===== config.mk =====
export PLATFORM = sky130hd
export DESIGN_NAME = rsc_ctrl
export DESIGN_NICKNAME = d
export VERILOG_FILES = /design/src/rtl/rsc_pkg.sv /design/src/rtl/rsc_ctrl.sv
export SDC_FILE = /design/constraint.sdc
export NUM_CORES = 1
export LEC_CHECK = 0
export BUFFER_PORTS_ARGS = -buffer_cell sky130_fd_sc_hd__buf_2
export CAP_MARGIN = 10
export CORE_AREA = 2 2 39 41
export CTS_CLUSTER_SIZE = 10
export DETAILED_ROUTE_END_ITERATION = 10
export DIE_AREA = 0 0 41 43
export SLEW_MARGIN = 30
export SYNTH_ARGS = -nofsm -noshare
export SYNTH_HDL_FRONTEND = slang
export SYNTH_SLANG_ARGS = --single-unit

===== constraint.sdc =====
create_clock -name clk -period 1.6 [get_ports clk]
set_clock_uncertainty 0.15 [all_clocks]
set_input_delay 0.32 -clock clk [delete_from_list [all_inputs] [get_ports clk]]
set_output_delay 0.32 -clock clk [all_outputs]
set_load 0.05 [all_outputs]

===== src/rtl/rsc_pkg.sv =====
`default_nettype none

package rsc_pkg;

  localparam int VAL_W    = 48;
  localparam int MAG_W    = 2 * VAL_W;
  localparam int STATUS_W = 3;
  localparam int DIGIT_W  = 4;
  localparam int OP_W     = 2;

  localparam int DEF_STACK_DEPTH   = 32;
  localparam int DEF_FRACTION_BITS = 16;

  localparam logic               KIND_DIGIT = 1'b0;
  localparam logic               KIND_OPER  = 1'b1;
  localparam logic [DIGIT_W-1:0] MAX_DIGIT  = 4'd9;

  localparam logic [VAL_W-1:0] VAL_MAX = {1'b0, {(VAL_W-1){1'b1}}};
  localparam logic [VAL_W-1:0] VAL_MIN = {1'b1, {(VAL_W-1){1'b0}}};

  typedef enum logic [OP_W-1:0] {
    OP_ADD,
    OP_SUB,
    OP_MUL,
    OP_DIV
  } op_t;

  typedef enum logic [STATUS_W-1:0] {
    ST_OK,
    ST_MALFORMED,
    ST_OVERFLOW,
    ST_DIVZERO,
    ST_SATURATED
  } status_t;

  typedef enum logic [2:0] {
    S_IDLE,
    S_DECIDE,
    S_FETCH,
    S_ARITH,
    S_CLOSE,
    S_EMIT
  } state_t;

  typedef struct packed {
    logic             load_tok;
    logic             push;
    logic             set_err;
    status_t          err_code;
    logic             rd_operands;
    logic             write_res;
    logic             start_mul;
    logic             start_div;
    logic             rd_bottom;
    logic             close_check;
    logic             emit;
  } cmd_t;

  typedef struct packed {
    logic kind;
    logic last;
    op_t  op;
    logic digit_bad;
    logic full;
    logic lt2;
    logic hard;
    logic right_zero;
    logic unit_done;
    logic out_free;
  } stat_t;

  typedef struct packed {
    logic signed [VAL_W-1:0] value;
    logic                    sat;
  } arith_res_t;

  function automatic logic [VAL_W-1:0] magnitude(input logic [VAL_W-1:0] v);
    return v[VAL_W-1] ? (~v + VAL_W'(1)) : v;
  endfunction

  // Apply sign to an unsigned magnitude, clamping to the 48-bit range.
  function automatic arith_res_t sat_pack(input logic [MAG_W-1:0] mag, input logic neg);
    logic [MAG_W-1:0] limit;
    logic [VAL_W-1:0] low;
    arith_res_t       r;
    limit = MAG_W'(VAL_MAX) + MAG_W'(neg);
    low   = mag[VAL_W-1:0];
    r.sat = mag > limit;
    if (r.sat) begin
      r.value = neg ? VAL_MIN : VAL_MAX;
    end else begin
      r.value = neg ? (~low + VAL_W'(1)) : low;
    end
    return r;
  endfunction

  function automatic logic is_hard(input status_t e);
    return (e != ST_OK) && (e != ST_SATURATED);
  endfunction

endpackage

`default_nettype wire


===== src/rtl/rsc_ctrl.sv =====
`default_nettype none

module rsc_ctrl (
  input  logic           clk,
  input  logic           rst,
  input  logic           tok_valid,
  output logic           tok_ready,
  input  rsc_pkg::stat_t stat,
  output rsc_pkg::cmd_t  cmd
);
  import rsc_pkg::*;

  state_t state, state_next;

  always_ff @(posedge clk) begin
    if (rst) begin
      state <= S_IDLE;
    end else begin
      state <= state_next;
    end
  end

  always_comb begin
    state_next = state;
    cmd        = '0;
    tok_ready  = 1'b0;
    case (state)
      S_IDLE: begin
        tok_ready = 1'b1;
        if (tok_valid) begin
          cmd.load_tok = 1'b1;
          state_next   = S_DECIDE;
        end
      end
      S_DECIDE: begin
        state_next = S_CLOSE;
        // after a hard error the token is dropped, but a last token still closes
        if (!stat.hard) begin
          if (stat.kind == KIND_DIGIT) begin
            if (stat.digit_bad) begin
              cmd.set_err  = 1'b1;
              cmd.err_code = ST_MALFORMED;
            end else if (stat.full) begin
              cmd.set_err  = 1'b1;
              cmd.err_code = ST_OVERFLOW;
            end else begin
              cmd.push = 1'b1;
            end
          end else if (stat.lt2) begin
            cmd.set_err  = 1'b1;
            cmd.err_code = ST_MALFORMED;
          end else begin
            cmd.rd_operands = 1'b1;
            state_next      = S_FETCH;
          end
        end
      end
      S_FETCH: begin
        state_next = S_CLOSE;
        if (stat.op inside {OP_ADD, OP_SUB}) begin
          cmd.write_res = 1'b1;
        end else if (stat.op == OP_MUL) begin
          cmd.start_mul = 1'b1;
          state_next    = S_ARITH;
        end else if (stat.right_zero) begin
          cmd.set_err  = 1'b1;
          cmd.err_code = ST_DIVZERO;
        end else begin
          cmd.start_div = 1'b1;
          state_next    = S_ARITH;
        end
      end
      S_ARITH: begin
        if (stat.unit_done) begin
          cmd.write_res = 1'b1;
          state_next    = S_CLOSE;
        end
      end
      S_CLOSE: begin
        if (stat.last) begin
          cmd.rd_bottom   = 1'b1;
          cmd.close_check = 1'b1;
          state_next      = S_EMIT;
        end else begin
          state_next = S_IDLE;
        end
      end
      S_EMIT: begin
        // hold until the output register is free
        if (stat.out_free) begin
          cmd.emit   = 1'b1;
          state_next = S_IDLE;
        end
      end
      default: begin
        state_next = S_IDLE;
      end
    endcase
  end

endmodule

`default_nettype wire


# Word level (Yosys, flattened, before mapping)

Cells that the tools add are included.

Bits in registers: 3
Input port bits: 14
Output and inout port bits: 14

Eq/ne operators: 10
Multiplexer cells: 42
Reduce and logical (&&, ||, !) cells: 4

Operator list:

| operator                                                         | count |
|---|---|
| 3-bit two-way mux                                                | 10 |
| 4-bit two-way mux                                                | 7 |
| 3-bit case mux with 6 select lines                               | 1 |
| 1-bit two-way mux                                                | 17 |
| 2-bit two-way mux                                                | 4 |
| 4-bit case mux with 2 select lines                               | 1 |
| 3-bit by 2-bit == test with 1-bit output (second input constant) | 2 |
| 3-bit == test (second input constant)                            | 2 |
| 6-bit two-way mux                                                | 1 |
| 2-bit != test (second input constant)                            | 3 |
| 3-bit by 1-bit == test with 1-bit output (second input constant) | 1 |
| 3-bit logical NOT                                                | 1 |
| 3-bit AND reduction                                              | 1 |
| 2-bit by 1-bit == test with 1-bit output (second input constant) | 1 |
| 2-bit == test (second input constant)                            | 1 |
| 2-bit logical NOT                                                | 1 |
| 1-bit case mux with 2 select lines                               | 1 |
| 2-bit nonzero test                                               | 1 |

# Longest topological paths before layout

Word-level depth: 5
Depth in mapped cells: 5

# Worst setup path after synthesis

OpenSTA, ideal clock, no wires.

Path type: register to output
Start point: reg state[1]
End point: out cmd[11] (netlist name)
Data arrival time: 2454 ps
Slack: -1324 ps
Cell stages (with the launch flop): 4
Path through: dfxtp_1 > buf_6 > or4b_4 > nor4_1

RTL lines:

| what                   | line           | RTL |
|---|---|---|
| from (decl)            | rsc_ctrl.sv:13 | `state_t state, state_next;` |
| from (signal assigned) | rsc_ctrl.sv:19 | `state <= state_next;` |
| to (decl)              | rsc_ctrl.sv:9  | `output rsc_pkg::cmd_t cmd` |

==> flow_metrics.py <==
metrics = {
    "run_status": {
        "outcome": "complete, but fails checks",
        "failed_checks": "setup timing",
    },
    "synthesis": {
        "netlist_area_um2": 405,
        "synth_nets": 72,
        "yosysSeqAreaShare": 0.148,
        "synth-seq-cells": 3,
        "synth_top_area_cell": "dfxtp_1",
        "synth_top_area_frac": 0.148,
        "synth_top_cells_by_area": "dfxtp_1 (15%), nor2_1 (5.6%), o21ai_0 (4.9%)",
        "ys_warn_count": 0,
        "synth.avg_cell_area_um2": 6.99,
        "synthCells": 58,
        "ys_types": 32,
    },
    "global_routing": {
        "track_usage": 0.172,
        "antenna_found_initial": 0,
        "grt_pass1_vias": 532,
        "grt_pass1_wl_mm": 2.13,
        "overflow": 0,
        "grt_max_degree": 12,
    },
    "final_layout": {
        "antennaDiodeCount": 0,
        "final_cell_mix": "buf_4 (14), buf_2 (13), buf_6 (13), buf_8 (7), nor2_4 (5)",
        "fillCellCount": 106,
        "largest_reg_flops": 3,
        "nets": 120,
        "mostFrequentLayoutCell": "buf_4",
        "syn_to_final_growth_pct": 148,
        "reg.largest.list": "state: 3 flops",
        "multiInputGateArea_um2": 434,
        "drive_above_1_share": 0.733,
        "seq_area_um2": 62.6,
        "top_register": "state",
    },
    "route": {
        "wl_per_cell_um": 13.9,
        "drtAntennaViolNets": 0,
        "vias": 608,
        "drt-total-wl_mm": 1.68,
        "drc_errors": 0,
        "dr.pass1.iters": 2,
        "viasPerCell": 5.02,
        "drt-initial-drc-count": 5,
    },
    "critical_path": {
        "startpoint_type": "flop",
        "path_max_fanout": 4,
        "critPathCaptureType": "primary output",
        "worst-path-buf-inv": 4,
        "crit_chain": "buf_4 -> buf_6 -> and4bb_2 -> buf_6 -> nand2_2 -> nor2_4 -> buf_8",
        "max_stage_delay_ns": 0.32,
        "worst-setup-path-type": "reg -> out",
        "startpoint": "state[2]",
        "crit_family": "buffers and inverters",
        "r2r-start": "state[2]",
        "cpMostUsedCell": "buf_6",
        "critPathSlowestCell": "and4bb_2",
        "arrival_ns": 1.57,
        "required_ns": 1.13,
    },
    "clocking": {
        "clock-sinks": 3,
        "clockBufferDepth": 2,
        "root_buffer": "clkbuf_4",
        "htree_levels": 1,
        "cts_tree": "done",
        "cts_made_buffers": 3,
        "clkTransAtPathRegs_ns": 0.04,
        "clk_latency_ns": 0.24,
    },
    "worst_hold_path": {
        "hp-start": "rst",
        "hold_path.class": "in -> reg",
    },
    "power_and_ir_drop": {
        "pwr-share-comb": 0.645,
        "vdd_ir_drop_max_mv": 0.372,
        "total_power_uw": 636,
        "power_frac_seq": 0.138,
        "p_int_uw": 382,
        "p_per_area_nw_per_um2": 633,
        "power_leakage_uw": 0.000452,
        "p_sw_frac": 0.399,
        "power_frac_clock": 0.217,
        "power.switching_uw": 254,
    },
    "place": {
        "place_ws_ns": -0.400,
        "dp_hpwl_um": 948,
        "portBuffers": 26,
        "place.gp.congestion": 0.680,
    },
    "floorplanning": {
        "initial_core_util": 0.293,
        "num_rows": 14,
        "fp.dieW_um": 41,
        "core_area_um2": 1380,
        "die_y_um": 43,
        "top_level_ports": 28,
        "dieArea_um2": 1760,
    },
    "timing": {
        "min_period_ns": 2.04,
        "finalSetupViolations": 16,
        "fin_crit_sh": 1.27,
        "slew_viol_final": 0,
        "final_hold_viol_count": 0,
        "rsz0062_at_grt": "true",
        "fmax_mhz": 490,
        "finalWorstSetupSlack_ns": -0.440,
    },
    "flow_run": {
        "max-cap-violations": 0,
    },
}
==> worst paths after layout <==
kind / end / slack, ns / depth (start not counted)
max: cmd[3] / -0.44 / 7
min: state[1] / 0.14 / 2
max reg2reg: state[2] / -0.21 / 8
min reg2reg: state[2] / 0.60 / 4
==> layout make-up <==
class	count	area share
inverter	2	0.00747
timing repair buffer	48	0.452
tap	16	0.0199
sequential	3	0.0623
multi-input combinational	48	0.432
clock buffer	4	0.0262
==> synth_stat cells <==
master,n
nand3_1,3
nor2_2,1
nand2_1,5
a221oi_2,1
o211a_1,1
mux2i_1,1
a22o_1,1
a21oi_1,3
clkbuf_1,1
nor2_4,1
or2b_1,1
conb_1,1
buf_4,2
o31ai_1,2
a31oi_1,1
and2_1,1
nand2b_1,1
nor2_1,6
and4bb_2,1
inv_1,2
o21ai_0,4
or4b_4,1
buf_2,1
and2b_1,1
or2b_2,1
nor3_1,3
buf_6,1
nor4_1,2
and3_1,2
nor2b_1,2
nor3_2,1
dfxtp_1,3
==> worst register-to-register path, delay by kind of cell, from the launching register on <==
| kind | cells | cell delay [ns] |
|---|---|---|
| flops | 1 | 0.31 |
| buf+inv | 4 | 0.51 |
| simple gates | 2 | 0.35 |
| compound gates | 2 | 0.38 |
==> kinds of logic (layout without fill, tap and decap cells) <==
group,Yosys count,in the layout,synth area share
flops,3,3,0.148
buf+inv,7,54,0.105
simple gates,33,33,0.491
other cells,1,1,0.00925
mux,1,1,0.0247
compound gates,13,13,0.222
==> power groups by stage <==
stage	Sequential, µW	Clock, µW	Combinational (µW)
global route	89.4	149	426
global placement	87.7	0	261
floorplan	87.7	0	191
finish	87.9	138	410
detailed placement	87.4	0	263
CTS	87.3	141	360
==> layer usage <==
metal / up-vias / share of wire / global-route usage
li1: 298 / - / -
met1: 288 / 0.36 / 0.208
met2: 20 / 0.59 / 0.291
met3: 2 / 0.042 / 0.0366
met4: 0 / 0.0048 / 0.0400
met5: - / 0 / 0
==> repair_timing <==
action | in CTS | in global routing
hold endpoints to repair | 0 | 0
setup buffers | 5 | 7
endpoints found under the setup margin | 13 | 16
hold buffers | 0 | 0
gates cloned | 1 | 0
resized for setup | 38 | 15
pin swaps | 6 | 6
==> through the flow <==
| stage | area [µm²] | hold slack (ns) | setup TNS, ns | instances | utilization |
|---|---|---|---|---|---|
| global route | 1000 | 0.133 | -5.23 | 121 | 0.726 |
| floorplan | 484 | 0.237 | -1.82 | 58 | - |
| CTS | 881 | 0.130 | -3.29 | 114 | 0.637 |
| global placement | 659 | 0.388 | -1.89 | 104 | 0.476 |
| detailed placement | 659 | 0.382 | -1.98 | 104 | 0.476 |
| finish | 1000 | 0.135 | -4.44 | 121 | 0.726 |
Power figures use the tool's default switching activity.
